## src/rtl/core/sphere_frustum_light_culler_macros.svh

```systemverilog
// Assertion macros shared by the light culler RTL.
`ifndef SPHERE_FRUSTUM_LIGHT_CULLER_MACROS_SVH
`define SPHERE_FRUSTUM_LIGHT_CULLER_MACROS_SVH

// Clocked assertion that is switched off while reset is high.
`define SFL_ASSERT(lbl, clk, rst, prop, msg) \
   lbl: assert property (@(posedge clk) disable iff (rst) (prop)) else $error(msg);

// Clocked assertion that also holds during reset.
`define SFL_ASSERT_ALWAYS(lbl, clk, prop, msg) \
   lbl: assert property (@(posedge clk) (prop)) else $error(msg);

`endif

```

## src/rtl/core/sfl_pkg.sv

```systemverilog
// Types and constants shared by the sphere/frustum light culler.
`timescale 1ns / 1ps
`default_nettype none

package sfl_pkg;

   localparam int LIGHT_LIMIT = 1024;
   localparam int FRAC_BITS   = 16;
   localparam int COUNT_W     = 11;
   localparam int SLOT_W      = 10;
   localparam int CSR_DATA_W  = 32;
   localparam int PROD_W      = 64;
   localparam int SUM_W       = 66;
   localparam int DEPTH_W     = 34;

   localparam logic [COUNT_W-1:0] LIGHT_LIMIT_C = COUNT_W'(LIGHT_LIMIT);
   localparam logic signed [SUM_W-1:0] ONE_SQ = SUM_W'(1) << (2 * FRAC_BITS);

   typedef enum logic [2:0] {
      CSR_PROJECTION_MODE = 3'd0,
      CSR_X_GAIN          = 3'd1,
      CSR_X_OFFSET        = 3'd2,
      CSR_Y_GAIN          = 3'd3,
      CSR_Y_OFFSET        = 3'd4,
      CSR_NEAR_DISTANCE   = 3'd5,
      CSR_FAR_DISTANCE    = 3'd6,
      CSR_MAX_LIGHTS      = 3'd7
   } csr_index_type;

   typedef enum logic {
      PROJ_PERSPECTIVE = 1'b0,
      PROJ_ORTHOGRAPHIC = 1'b1
   } proj_mode_type;

   typedef enum logic [1:0] {
      KIND_POINT       = 2'd0,
      KIND_DIRECTIONAL = 2'd1,
      KIND_SPOT        = 2'd2
   } light_kind_type;

   typedef struct packed {
      logic [1:0]         light_kind;
      logic signed [31:0] center_x;
      logic signed [31:0] center_y;
      logic signed [31:0] center_z;
      logic [30:0]        radius;
      logic               frame_end;
   } req_type;

   typedef struct packed {
      logic              keep;
      logic [SLOT_W-1:0] slot;
      logic              frame_done;
   } rsp_type;

   typedef struct packed {
      proj_mode_type      projection_mode;
      logic signed [31:0] x_gain;
      logic signed [31:0] x_offset;
      logic signed [31:0] y_gain;
      logic signed [31:0] y_offset;
      logic [30:0]        near_distance;
      logic [30:0]        far_distance;
      logic [COUNT_W-1:0] max_lights;
   } cfg_type;

   // Products and side data carried from the multiply stage to the test.
   typedef struct packed {
      logic signed [PROD_W-1:0] gain_cx;
      logic signed [PROD_W-1:0] gain_cy;
      logic signed [PROD_W-1:0] cz_xoff;
      logic signed [PROD_W-1:0] cz_yoff;
      logic signed [PROD_W-1:0] xgain_r;
      logic signed [PROD_W-1:0] ygain_r;
      logic                     neg_x;
      logic                     neg_y;
      logic signed [31:0]       center_z;
      logic [30:0]              radius;
      logic [1:0]               light_kind;
      logic                     frame_end;
   } prod_type;

endpackage

`default_nettype wire

```

## src/rtl/core/sfl_judge.sv

```systemverilog
// Frustum and depth test on the registered products of one light.
`timescale 1ns / 1ps
`default_nettype none

module sfl_judge (
   input  wire sfl_pkg::prod_type prod,
   input  wire sfl_pkg::cfg_type  cfg,
   output logic                   pass
);
   import sfl_pkg::*;

   // gain*|c| + z*offset < radius, with gain*|c| formed from gain*c.
   function automatic logic persp_axis(input logic signed [PROD_W-1:0] gain_c,
                                       input logic neg,
                                       input logic signed [PROD_W-1:0] z_off,
                                       input logic [30:0] r);
      logic signed [SUM_W-1:0] mag;
      logic signed [SUM_W-1:0] sum;
      logic signed [SUM_W-1:0] lim;
      mag = neg ? -SUM_W'(gain_c) : SUM_W'(gain_c);
      sum = mag + SUM_W'(z_off);
      lim = SUM_W'($signed({1'b0, r})) <<< FRAC_BITS;
      return sum < lim;
   endfunction

   // |gain*c + bias| < 1 + gain*radius, all at the product scale.
   function automatic logic ortho_axis(input logic signed [PROD_W-1:0] gain_c,
                                       input logic signed [31:0] bias,
                                       input logic signed [PROD_W-1:0] gain_r);
      logic signed [SUM_W-1:0] a;
      logic signed [SUM_W-1:0] a_abs;
      logic signed [SUM_W-1:0] b;
      a     = SUM_W'(gain_c) + (SUM_W'(bias) <<< FRAC_BITS);
      a_abs = a[SUM_W-1] ? -a : a;
      b     = ONE_SQ + SUM_W'(gain_r);
      return a_abs < b;
   endfunction

   logic                      axes_ok;
   logic                      depth_ok;
   logic signed [DEPTH_W-1:0] z_s;
   logic signed [DEPTH_W-1:0] r_s;
   logic signed [DEPTH_W-1:0] near_s;
   logic signed [DEPTH_W-1:0] far_s;

   assign z_s    = DEPTH_W'(prod.center_z);
   assign r_s    = $signed({3'b000, prod.radius});
   assign near_s = $signed({3'b000, cfg.near_distance});
   assign far_s  = $signed({3'b000, cfg.far_distance});

   always_comb begin
      if (cfg.projection_mode == PROJ_PERSPECTIVE) begin
         axes_ok = persp_axis(prod.gain_cx, prod.neg_x, prod.cz_xoff, prod.radius) &&
                   persp_axis(prod.gain_cy, prod.neg_y, prod.cz_yoff, prod.radius);
      end else begin
         axes_ok = ortho_axis(prod.gain_cx, cfg.x_offset, prod.xgain_r) &&
                   ortho_axis(prod.gain_cy, cfg.y_offset, prod.ygain_r);
      end
      depth_ok = ((z_s - r_s) <= -near_s) && ((z_s + r_s) >= -far_s);
      // Only point lights are tested; every other kind passes.
      pass = (prod.light_kind != KIND_POINT) || (axes_ok && depth_ok);
   end

endmodule

`default_nettype wire

```

## config.mk

```make
export PLATFORM = sky130hd
export DESIGN_NAME = sfl_judge
export DESIGN_NICKNAME = d
export VERILOG_FILES = /design/src/rtl/core/sphere_frustum_light_culler_macros.svh /design/src/rtl/core/sfl_pkg.sv /design/src/rtl/core/sfl_judge.sv
export SDC_FILE = /design/constraint.sdc
export NUM_CORES = 1
export LEC_CHECK = 0
export BUFFER_PORTS_ARGS = -buffer_cell sky130_fd_sc_hd__buf_2
export CAP_MARGIN = 20
export CORE_AREA = 2 2 255 257
export DETAILED_ROUTE_END_ITERATION = 10
export DIE_AREA = 0 0 257 259
export PLACE_DENSITY = 0.7
export SLEW_MARGIN = 0
export SYNTH_ARGS = -nofsm -noshare
export SYNTH_HDL_FRONTEND = slang
export SYNTH_SLANG_ARGS = --single-unit
```

## constraint.sdc

```tcl
create_clock -name vclk -period 9.1
set_input_delay 0.91 -clock vclk [all_inputs]
set_output_delay 0.91 -clock vclk [all_outputs]
set_load 0.05 [all_outputs]
```

==> flow_summary.ini <==
[worst_setup_path]
start_kind = primary input
cp_common_cell = buf_4
critPathLaunch = prod[413]
slowest_stage = or4b_4
slowest_delay_ps = 580
cp-endpoint = pass
critPathArrivalTime_ps = 7950
worstPathMaxFanout = 8
cp.required_ps = 8190
critPathKind = primary input to output pin
cp-end-kind = output pin

[global_routing]
grt_pass1_wl_um = 165000
grt_usage_pct = 30.3
grt_overflow = 0
grt_max_degree = 44
antenna_found_initial = 48
grt_pass1_vias = 31800

[route]
postRouteAntennaNets = 0
drt_first_iter_violations = 2602
drt-pass1-iter-count = 6
via_per_inst = 5.96
vias = 34500
drc_errors = 0
wl_per_cell_um = 18.7
totalWireLength_um = 108000

[finish]
area_delta_synth_final_pct = 15.1
fillers = 6478
design_area_um2 = 34400
seq_cell_count = 0
drive_above_1_share_pct = 16.3
clkbuf_count = 0
final_common_cell = buf_2
final_cell_mix = buf_2 (578), ha_1 (546), a21oi_1 (406)
final_nets = 6107
seq_area_um2 = 0

[outcome]
outcome = finished clean

[timing]
relSlewSlack_pct = 35.5
fin_crit_ps = 8860
finalSetupTns_ps = 0
whs_ps = 2240
hold_violations = 0
post-route-period-util_pct = 97.4
max_freq_ghz = 0.113
tightest_slew_ps = 943
setup_violations = 0
slew_viol_final = 0

[place]
portBuffers = 579
gp_congestion = 1.01
hpwl_um = 95300
place_area_um2 = 33900

[die]
fp.dieArea_um2 = 66600
io_pins = 655
die_w_um = 257
rows = 93
start_util_pct = 46.8
coreArea_um2 = 63900
die_height_um = 259

[yosys]
ys_seq_area_share_pct = 0
syn-cell-area_um2 = 29900
synth_cell_types = 107
syn_avg_cell_area_um2 = 6.84
synthCells = 4370
yosys_warnings = 0

[power_and_ir_drop]
power_density_nw_per_um2 = 90.4
ir_drop_v = 0.0000466
power.leakage_nw = 15.6

[worst_hold_path]
hold_path.class = primary input to output pin
hp-start = prod[2]

[run]
drv_cap = 0

[cts]
hold_buffers = 0
## cell type report
| class | count | area (um2) | area share, % |
|---|---|---|---|
| well taps | 855 | 1070 | 3.11 |
| repair buffers | 655 | 3520 | 10.2 |
| diodes | 37 | 92.6 | 0.269 |
| multi-input cells | 4025 | 28900 | 84.0 |
| inverters | 217 | 815 | 2.37 |
## cells by family (layout without fill, tap and decap cells)
kind of cell	after synthesis	in the layout	share of synthesized area, %
AND/OR/NAND/NOR	1527	1527	26.0
AO/OA/AOI/OAI	1358	1358	29.0
XOR/XNOR	573	573	16.8
adder cells (fa/ha/maj)	554	554	23.3
buffers and inverters	346	872	4.55
multiplexers	11	11	0.377
other	1	39	0.0125
## power by group
part           switching (W)       total (W)    internal (W)
Combinational        0.00180         0.00311         0.00131
Sequential                 0               0               0
Clock                      0  0.000000000546  0.000000000546
Total                0.00180         0.00311         0.00131
## worst max-delay path, delay by kind of cell
family | cells | cell delay (ps)
adders and majority gates | 2 | 630
and+or+nand+nor | 12 | 3140
xor gates and xnor gates | 2 | 330
buffers and inverters | 5 | 800
AOI/OAI and AO/OA | 11 | 2110
## repair_timing
| item | in CTS | in global routing |
|---|---|---|
| setup endpoints to repair | 1 | 1 |
| buffers inserted | 0 | 6 |
| cloned | 0 | 0 |
| resized for setup | 5 | 77 |
| pin swaps | 0 | 24 |
## worst min path at each step
| stage | end | cells after the start | slack [ps] |
|---|---|---|---|
| 3_5_place_dp | pass | 5 | 2220 |
| 5_1_grt | pass | 5 | 2250 |
| 4_1_cts | pass | 5 | 2230 |
| 2_1_floorplan | pass | 2 | 2030 |
| 3_3_place_gp | pass | 5 | 2230 |
| 6_report | pass | 5 | 2240 |
## stage by stage
step	utilization (%)	setup WS [ps]	cells	total power (W)
3_5_place_dp	53.1	-237	5746	0.00300
4_1_cts	53.1	10.3	5746	0.00303
3_3_place_gp	53.1	-112	5746	0.00297
2_1_floorplan	-	337	4371	0.00218
6_report	53.9	235	5789	0.00311
5_1_grt	53.8	-41.5	5782	0.00347
## synthesized netlist by cell type, types with 48 or more instances
master | count | area (um2)
o31ai_1 | 63 | 473
a21o_1 | 158 | 1190
nor3_1 | 118 | 591
o21bai_1 | 56 | 420
a31oi_1 | 48 | 300
nand2_1 | 391 | 1470
o21a_1 | 50 | 375
nand3_1 | 106 | 531
or3_1 | 52 | 325
nand2b_1 | 59 | 369
nor2b_1 | 52 | 325
inv_1 | 217 | 815
and3_1 | 48 | 300
nor4_1 | 59 | 369
clkbuf_1 | 115 | 432
a21oi_1 | 411 | 2060
nor2_1 | 332 | 1250
xnor2_1 | 375 | 3280
ha_1 | 550 | 6880
nand4_1 | 129 | 807
xor2_1 | 198 | 1730
o21ai_0 | 288 | 1440
## metal layers
| metal | part of all wire (%) | up-vias | track usage [%] |
|---|---|---|---|
| li1 | - | 17300 | - |
| met1 | 44 | 15900 | 39.4 |
| met2 | 46 | 1072 | 51.4 |
| met3 | 6.2 | 204 | 3.93 |
| met4 | 3.6 | 24 | 10.5 |
| met5 | 0.15 | - | 0 |
(Power assumes the default switching activity.)
