<file path="src/rtl/core/sphere_frustum_light_culler_macros.svh">
// Assertion macros shared by the light culler RTL.
`ifndef SPHERE_FRUSTUM_LIGHT_CULLER_MACROS_SVH
`define SPHERE_FRUSTUM_LIGHT_CULLER_MACROS_SVH

// Clocked assertion that is switched off while reset is high.
`define SFL_ASSERT(lbl, clk, rst, prop, msg) \
   lbl: assert property (@(posedge clk) disable iff (rst) (prop)) else $error(msg);

// Clocked assertion that also holds during reset.
`define SFL_ASSERT_ALWAYS(lbl, clk, prop, msg) \
   lbl: assert property (@(posedge clk) (prop)) else $error(msg);

`endif

</file>
<file path="src/rtl/core/sfl_pkg.sv">
// Types and constants shared by the sphere/frustum light culler.
`timescale 1ns / 1ps
`default_nettype none

package sfl_pkg;

   localparam int LIGHT_LIMIT = 1024;
   localparam int FRAC_BITS   = 16;
   localparam int COUNT_W     = 11;
   localparam int SLOT_W      = 10;
   localparam int CSR_DATA_W  = 32;
   localparam int PROD_W      = 64;
   localparam int SUM_W       = 66;
   localparam int DEPTH_W     = 34;

   localparam logic [COUNT_W-1:0] LIGHT_LIMIT_C = COUNT_W'(LIGHT_LIMIT);
   localparam logic signed [SUM_W-1:0] ONE_SQ = SUM_W'(1) << (2 * FRAC_BITS);

   typedef enum logic [2:0] {
      CSR_PROJECTION_MODE = 3'd0,
      CSR_X_GAIN          = 3'd1,
      CSR_X_OFFSET        = 3'd2,
      CSR_Y_GAIN          = 3'd3,
      CSR_Y_OFFSET        = 3'd4,
      CSR_NEAR_DISTANCE   = 3'd5,
      CSR_FAR_DISTANCE    = 3'd6,
      CSR_MAX_LIGHTS      = 3'd7
   } csr_index_type;

   typedef enum logic {
      PROJ_PERSPECTIVE = 1'b0,
      PROJ_ORTHOGRAPHIC = 1'b1
   } proj_mode_type;

   typedef enum logic [1:0] {
      KIND_POINT       = 2'd0,
      KIND_DIRECTIONAL = 2'd1,
      KIND_SPOT        = 2'd2
   } light_kind_type;

   typedef struct packed {
      logic [1:0]         light_kind;
      logic signed [31:0] center_x;
      logic signed [31:0] center_y;
      logic signed [31:0] center_z;
      logic [30:0]        radius;
      logic               frame_end;
   } req_type;

   typedef struct packed {
      logic              keep;
      logic [SLOT_W-1:0] slot;
      logic              frame_done;
   } rsp_type;

   typedef struct packed {
      proj_mode_type      projection_mode;
      logic signed [31:0] x_gain;
      logic signed [31:0] x_offset;
      logic signed [31:0] y_gain;
      logic signed [31:0] y_offset;
      logic [30:0]        near_distance;
      logic [30:0]        far_distance;
      logic [COUNT_W-1:0] max_lights;
   } cfg_type;

   // Products and side data carried from the multiply stage to the test.
   typedef struct packed {
      logic signed [PROD_W-1:0] gain_cx;
      logic signed [PROD_W-1:0] gain_cy;
      logic signed [PROD_W-1:0] cz_xoff;
      logic signed [PROD_W-1:0] cz_yoff;
      logic signed [PROD_W-1:0] xgain_r;
      logic signed [PROD_W-1:0] ygain_r;
      logic                     neg_x;
      logic                     neg_y;
      logic signed [31:0]       center_z;
      logic [30:0]              radius;
      logic [1:0]               light_kind;
      logic                     frame_end;
   } prod_type;

endpackage

`default_nettype wire

</file>
<file path="src/rtl/core/sfl_csr.sv">
// Configuration register file of the light culler.
`timescale 1ns / 1ps
`default_nettype none

module sfl_csr (
   input  wire logic                         clock,
   input  wire logic                         reset,
   input  wire logic                         csr_write,
   input  wire sfl_pkg::csr_index_type       csr_index,
   input  wire logic [sfl_pkg::CSR_DATA_W-1:0] csr_data,
   output sfl_pkg::cfg_type                  cfg
);
   import sfl_pkg::*;

   cfg_type cfg_ff;
   cfg_type cfg_in;

   always_comb begin
      cfg_in = cfg_ff;
      if (csr_write) begin
         case (csr_index)
            CSR_PROJECTION_MODE: cfg_in.projection_mode = proj_mode_type'(csr_data[0]);
            CSR_X_GAIN:          cfg_in.x_gain = $signed(csr_data);
            CSR_X_OFFSET:        cfg_in.x_offset = $signed(csr_data);
            CSR_Y_GAIN:          cfg_in.y_gain = $signed(csr_data);
            CSR_Y_OFFSET:        cfg_in.y_offset = $signed(csr_data);
            CSR_NEAR_DISTANCE:   cfg_in.near_distance = csr_data[30:0];
            CSR_FAR_DISTANCE:    cfg_in.far_distance = csr_data[30:0];
            CSR_MAX_LIGHTS:      cfg_in.max_lights = csr_data[COUNT_W-1:0];
            default:             cfg_in = cfg_ff;
         endcase
      end
   end

   always_ff @(posedge clock) begin
      if (reset) begin
         cfg_ff.projection_mode <= PROJ_PERSPECTIVE;
         cfg_ff.x_gain          <= 32'sd65536;
         cfg_ff.x_offset        <= 32'sd0;
         cfg_ff.y_gain          <= 32'sd65536;
         cfg_ff.y_offset        <= 32'sd0;
         cfg_ff.near_distance   <= 31'd6554;
         cfg_ff.far_distance    <= 31'd65536000;
         cfg_ff.max_lights      <= LIGHT_LIMIT_C;
      end else begin
         cfg_ff <= cfg_in;
      end
   end

   assign cfg = cfg_ff;

endmodule

`default_nettype wire

</file>
<file path="config.mk">
export PLATFORM = sky130hd
export DESIGN_NAME = sfl_csr
export DESIGN_NICKNAME = d
export VERILOG_FILES = /design/src/rtl/core/sphere_frustum_light_culler_macros.svh /design/src/rtl/core/sfl_pkg.sv /design/src/rtl/core/sfl_csr.sv
export SDC_FILE = /design/constraint.sdc
export NUM_CORES = 1
export LEC_CHECK = 0
export BUFFER_PORTS_ARGS = -buffer_cell sky130_fd_sc_hd__buf_2
export CAP_MARGIN = 20
export CORE_MARGIN = 5
export CORE_UTILIZATION = 51
export CTS_BUF_LIST = sky130_fd_sc_hd__clkbuf_16
export DETAILED_ROUTE_END_ITERATION = 7
export PLACE_DENSITY = 0.79
export SLEW_MARGIN = 10
export SYNTH_ARGS = -nofsm -noshare
export SYNTH_HDL_FRONTEND = slang
export SYNTH_SLANG_ARGS = --single-unit
</file>
<file path="constraint.sdc">
create_clock -name clock -period 1.3 [get_ports clock]
set_clock_uncertainty 0.05 [all_clocks]
set_input_delay 0.13 -clock clock [delete_from_list [all_inputs] [get_ports clock]]
set_output_delay 0.13 -clock clock [all_outputs]
set_load 0.03 [all_outputs]
</file>
==> summary.md, run 1 <==
| Metric | Value |
|---|---|
| Root buf cell | `clkbuf_16` |
| I/O pin cnt | `240` |
| Non-Filler Instances | `about 1,200` |
| Drc violations | `0` |
| Core ar. | `~15,000 µm²` |
| Via count | `5,944` |
| Yosys reg bits | `between 200 and 250` |
| Critical path buffers and inverters | `1` |
| Vias/cell | `just under 5` |
| Syn avg cell area | `~11 µm²` |
| Met3 WL | `approximately 1500 µm` |
| Port Buffers | `roughly 240` |
| Dpl hpwl | `14,830 µm` |
| Metal2 WL | `9988 µm` |
| Critical path peak fanout | `2` |
| Max cap viols | `0` |
| Pin count of the biggest net entering global routing | `30` |
| Site Rows | `45` |
| CTS tree | `done` |
| Share of cells above drive strength 1 | `0.3085` |
| Slew HR | `0.7652` |
| RSZ-0062 raised after global routing | `false` |
| Reg-to-reg slack, setup | `approximately 600 ps` |
| Post-CTS setup buffers | `0` |
| Slew Limit Fails | `0` |
| Max reg flops | `202` |
| Worst-path clk slew | `approximately 60 ps` |
| Antenna viol nets, final | `0` |
| CP arrival | `roughly 1100 ps` |
| Final hold viol count | `0` |
| Top Layer Used | `met4` |
| Placed cell area | `~9600 µm²` |
| Dpl cells | `roughly 1,200` |
| Final setup vio count | `0` |
| Die width | `135.4 µm` |
| Crit-path slowest cell | `dfxtp_1` |
| Die area | `about 18,000 µm²` |
| Global-route wire length before repair | `32,380 µm` |
| Die Y | `135.4 µm` |
| Power per Cell Area | `~1300 nW/µm²` |
| WL final | `about 21,000 µm` |
| Fillers | `1,180` |
| CP max stage delay | `370 ps` |
| Max Clk Rate | `799.5 MHz` |
| Status | `finished clean` |
| Worst-Margin Slew | `352.2 ps` |
| Register area share after synthesis | `0.5041` |
| Area grow syn2layout | `30.57%` |
| Syn nets | `approximately 760` |
| Drt wl/cell | `around 17 µm` |
| Initial drt markers | `about 230` |
| Overall routing resource usage | `0.2197` |
| Worst Hold Class | `in -> reg` |
| CP required | `1120 ps` |
| WL met1 | `about 9000 µm` |
| CP Capture Type | `output pin` |
| Post-route cell area | `10,470 µm²` |
| Setup_tns | `0 ps` |
| Clock sink count | `between 200 and 250` |
| Netlist cell types | `16` |
| Warnings from Yosys | `0` |
| Worst-skew pair later-pin latency | `480 ps` |
| Area of the multi-input gates | `3654 µm²` |
| Crit path kind | `reg -> out` |
| Number of global-route vias before repair | `between 5,000 and 6,000` |
| Reg area | `4044 µm²` |
| Antenna violations before repair | `1` |
| Cells after Synth | `between 700 and 800` |
| Final net count | `1,022` |
| Static leakage | `between 5 and 6 nW` |
| Max VDD drop | `0.9255 mV` |
| CTS buffer count | `21` |
| Cell family with most CP delay | `flip-flops` |
| Cell area after synthesis | `8021 µm²` |
| Drt pass-1 iters | `4` |
| Grt ovf | `0` |
| Worst Setup Start Kind | `flop` |
| Period minus WS final | `1251 ps` |
| Initial Util | `0.5238` |
| H-tree depth | `1` |
| Crit share post-route | `0.9621` |
| Placer Congestion | `between 0.7 and 0.8` |
| Clock buffer depth | `3` |
| Critical path, cell by cell | `buf_2` |
## stage by stage
step             util  setup slack (ps)  hold WS (ps)  total power, mW
6_report       0.6839             49.24         6.902            13.30
3_5_place_dp   0.6298             95.06         369.1            7.764
4_1_cts        0.6837             33.16        0.6294            13.45
3_3_place_gp   0.6298             119.8         353.8            7.753
5_1_grt        0.6839             3.842         33.21            13.81
2_1_floorplan       -             196.8         241.2            7.330
## tightest hold or removal path: stages
cell      delay, ps
buf_2            80
nand2b_1        140
mux2i_1         150
## cells by family after synthesis
group	share of synthesized area
and+or+nand+nor	0.2014
DFF	0.5041
muxes	0.2521
buffers and inverters	0.04243
## repair_timing
action,4_1_cts,5_1_grt
hold buffers,19,0
setup endpoints to repair,0,0
hold endpoints to repair,28,0
gates resized for setup,0,0
## layout by cell type (no fill, tap or decap)
master	count
nand4b_1	2
dlygate4sd3_1	19
clkinv_2	4
buf_4	23
buf_12	16
inv_1	5
nand4b_4	1
mux2i_1	202
and4bb_1	2
clkbuf_16	21
buf_2	238
nor2_1	31
clkinv_1	1
dfxtp_1	202
clkinvlp_4	1
nand4bb_4	1
nand2b_1	218
bufinv_16	2
and4b_1	2
diode_2	1
nand4bb_1	2
nor4b_1	1
nand4_1	1
## where the power goes
part	leakage, nW	internal (mW)	total [mW]	switching, mW
clock	0.331	3.31	5.63	2.32
combinational	3.55	0.524	1.27	0.745
sequential	1.64	6.33	6.40	0.0757
## cell type report
cell class / count / area share
antenna: 1 / 0.0002389
clock buffer: 21 / 0.05017
clock inverter: 13 / 0.01051
multi-input combinational: 463 / 0.3488
sequential: 202 / 0.3861
tap: 211 / 0.02521
timing repair buffer: 296 / 0.1790
## routing by layer
layer	GRT usage	up-vias
met4	0.06271	0
met1	0.2732	2820
met2	0.3750	186
li1	-	2902
met5	0	-
met3	0.05944	36
## synth_stat cells (all sizes together)
master   instances  area, µm²
dfxtp          202       4044
and4b            2      20.02
clkbuf          24      90.09
buf             32      250.3
nor4b            1      8.760
nand2b         218       1364
and4bb           2      25.02
mux2i          202       2022
nor2            31      116.4
nand4b           3      41.29
nand4            1      6.260
nand4bb          3      33.78
## final timing paths
path	depth (start not counted)	endpoint	from
max	1	cfg[31]	cfg[31]$_SDFFE_PP0P_
min	3	cfg[39]$_SDFFE_PP0P_	csr_data[28]
max reg2reg	2	cfg[59]$_SDFFE_PP0P_	cfg[59]$_SDFFE_PP0P_
min reg2reg	2	cfg[199]$_SDFFE_PP0P_	cfg[199]$_SDFFE_PP0P_
No activity file was read; power rests on OpenSTA's default activity.
==> run 2, diff against run 1 <==
--- a/config.mk
+++ b/config.mk
@@ -12,6 +12,7 @@
 export CTS_BUF_LIST = sky130_fd_sc_hd__clkbuf_16
 export DETAILED_ROUTE_END_ITERATION = 7
 export PLACE_DENSITY = 0.79
+export SETUP_SLACK_MARGIN = 0.5
 export SLEW_MARGIN = 10
 export SYNTH_ARGS = -nofsm -noshare
 export SYNTH_HDL_FRONTEND = slang
==> run 2 against run 1 <==
Clock power shrank 1%. Worst hold slack better by 11 ps. Largest cell class is now non-clock buffers. Sequential share of layout area fell by 6.6 points. Critical path type unchanged. Sequential power is 1% higher. Combinational power grew 38%. Die area stayed put. Worst setup slack improved by 55 ps.
==> summary.md, run 2 (synthesis results as in run 1) <==
| Metric | Value |
|---|---|
| Status | `finished clean` |
| Crit-path slowest cell | `dfxtp_2` |
| CP max stage delay | `380 ps (about the same)` |
| Global-route wire length before repair | `40,410 µm (+25%)` |
| Final net count | `1,167 (+14%)` |
| Dpl hpwl | `14,790 µm (-0.22%)` |
| H-tree depth | `1 (unchanged)` |
| RSZ-0062 raised after global routing | `true` |
| CP arrival | `1020 ps (-50 ps)` |
| R2R Path End | `cfg[28]$_SDFFE_PP0P_` |
| Initial drt markers | `432 (+92%)` |
| Crit path kind | `reg -> out` |
| Most frequent cells in the layout | `buf_6 (243), dfxtp_2 (200), mux2i_1 (197), nand2b_1 (185), buf_4 (127)` |
| Slew Limit Fails | `0 (unchanged)` |
| Setup_tns | `0 ps (unchanged)` |
| I/O pin cnt | `240 (unchanged)` |
| Grt ovf | `0 (unchanged)` |
| Max VDD drop | `1.087 mV (+17%)` |
| WL final | `31,230 µm (+50%)` |
| Initial Util | `0.5238 (unchanged)` |
| Antenna violations before repair | `0 (-1)` |
| Clock buffer depth | `3 (unchanged)` |
| Placed cell area | `9696 µm² (+0.52%)` |
| Die area | `18,340 µm² (unchanged)` |
| Slew HR | `0.7121 (-0.05309)` |
| Cell family with most CP delay | `flip-flops` |
| Crit share post-route | `0.9195 (-0.04261)` |
| Reg2Reg Depth | `3 (+1)` |
| Period minus WS final | `1195 ps (-55.40 ps)` |
| Site Rows | `45 (unchanged)` |
| CTS buffer count | `21 (unchanged)` |
| Overall routing resource usage | `0.2763 (+0.05657)` |
| DP Worst Slack | `90.81 ps (-4.254 ps)` |
| Drt pass-1 iters | `5 (+1)` |
| Critical path peak fanout | `2 (unchanged)` |
| CTS tree | `done` |
| Worst Hold Class | `in -> reg` |
| Clock sink count | `202 (unchanged)` |
| Final Worst Setup Slack | `104.6 ps (+55.40 ps)` |
| Final hold viol count | `0 (unchanged)` |
| Pin count of the biggest net entering global routing | `33 (+10%)` |
| Max Clk Rate | `836.6 MHz (+4.6%)` |
| Via count | `7,261 (+22%)` |
| Drt wl/cell | `23.10 µm (+34%)` |
| ANT cells | `0 (-1)` |
| Final setup vio count | `0 (unchanged)` |
| Port Buffers | `239 (unchanged)` |
| Root buf cell | `clkbuf_16` |
| Vias/cell | `5.371 (+9.1%)` |
| Static leakage | `6.695 nW (+21%)` |
| Worst Setup Start Kind | `flop` |
| Critical path buffers and inverters | `1 (unchanged)` |
| Share of cells above drive strength 1 | `0.6100 (+0.3014)` |
| Die width | `135.4 µm (unchanged)` |
| Hold EP | `cfg[26]$_SDFFE_PP0P_` |
| Power per Cell Area | `1025 nW/µm² (-19%)` |
| CP Capture Type | `output pin` |
| Number of global-route vias before repair | `7,282 (+23%)` |
| R2R Path Start | `cfg[28]$_SDFFE_PP0P_` |
| Critical path, cell by cell | `buf_6` |
| Hold-critical path depth | `3 (unchanged)` |
| Post-route cell area | `13,450 µm² (+28%)` |
| Max cap viols | `0 (unchanged)` |
| Final Hold Slack | `18.00 ps (+11.10 ps)` |
| CP required | `1120 ps (about the same)` |
| Worst-path clk slew | `60 ps (about the same)` |
| Worst-Margin Slew | `425.8 ps (+73.64 ps)` |
| Max reg flops | `202 (unchanged)` |
| Total chip power | `13.79 mW (+3.7%)` |
| Core ar. | `15,310 µm² (unchanged)` |
| Worst Min Path Start | `csr_data[15]` |
| Die Y | `135.4 µm (unchanged)` |
| Leading cell type in the layout, fill and taps excluded | `buf_6` |
| Antenna viol nets, final | `0 (unchanged)` |
| Placer Congestion | `0.7908 (+6.2%)` |
| Reg-to-reg slack, setup | `270 ps (-330 ps)` |
| Area grow syn2layout | `67.73%` |
| Drc violations | `0 (unchanged)` |
| Worst-skew pair later-pin latency | `470 ps (about the same)` |
## run 2: cell count changes in the layout (fill, tap and decap cells not counted), sizes merged, moves of 2 or more
cell         previous run  this run
dlygate4sd3            19        21
inv                     5         2
buf                   277       419
clkinv                  5        11
## run 2: what timing repair did
action                                 in CTS  in global routing
resized for setup                         606                 82
setup buffers                              59                 84
setup endpoints to repair                 202                265
endpoints found under the hold margin      91                  0
pin swaps                                   0                  4
hold buffers                               21                  0
## run 2: cell type report
cell class	instances	area, µm²
clock buffers	21	525.5
clock inverters	14	83.83
fillers	623	1861
multi-input cells	463	3916
flip-flops and latches	202	4302
well taps	211	264.0
repair buffers	441	4363
## run 2: layer usage
metal  share of wire  track usage
met5               0            0
met4           0.043       0.1053
met1            0.37       0.3155
met3           0.067      0.06426
met2            0.52       0.4997
## run 2: power breakdown
part	switching [mW]	internal, mW	total (mW)	leakage, nW
sequential	0.123	6.35	6.47	1.72
clock	2.45	3.11	5.57	0.310
combinational	0.897	0.853	1.75	4.67
## run 2: worst max-delay path by stage
stage | cells after the start | from | endpoint
after floorplan | 5 | csr_index[1] | cfg[174]$_SDFFE_PP0P_
after global placement | 4 | csr_index[1] | cfg[178]$_SDFFE_PP0P_
after detailed placement | 4 | csr_write | cfg[14]$_SDFFE_PP0P_
after CTS | 1 | cfg[127]$_SDFFE_PP0P_ | cfg[127]
after global routing | 1 | cfg[28]$_SDFFE_PP0P_ | cfg[28]
final | 1 | cfg[28]$_SDFFE_PP0P_ | cfg[28]
## run 2: through the flow
stage / utilization / cells
after floorplan: - / 721
after global placement: 0.6331 / 1153
after detailed placement: 0.6331 / 1153
after CTS: 0.8145 / 1268
after global routing: 0.8785 / 1352
final: 0.8785 / 1352
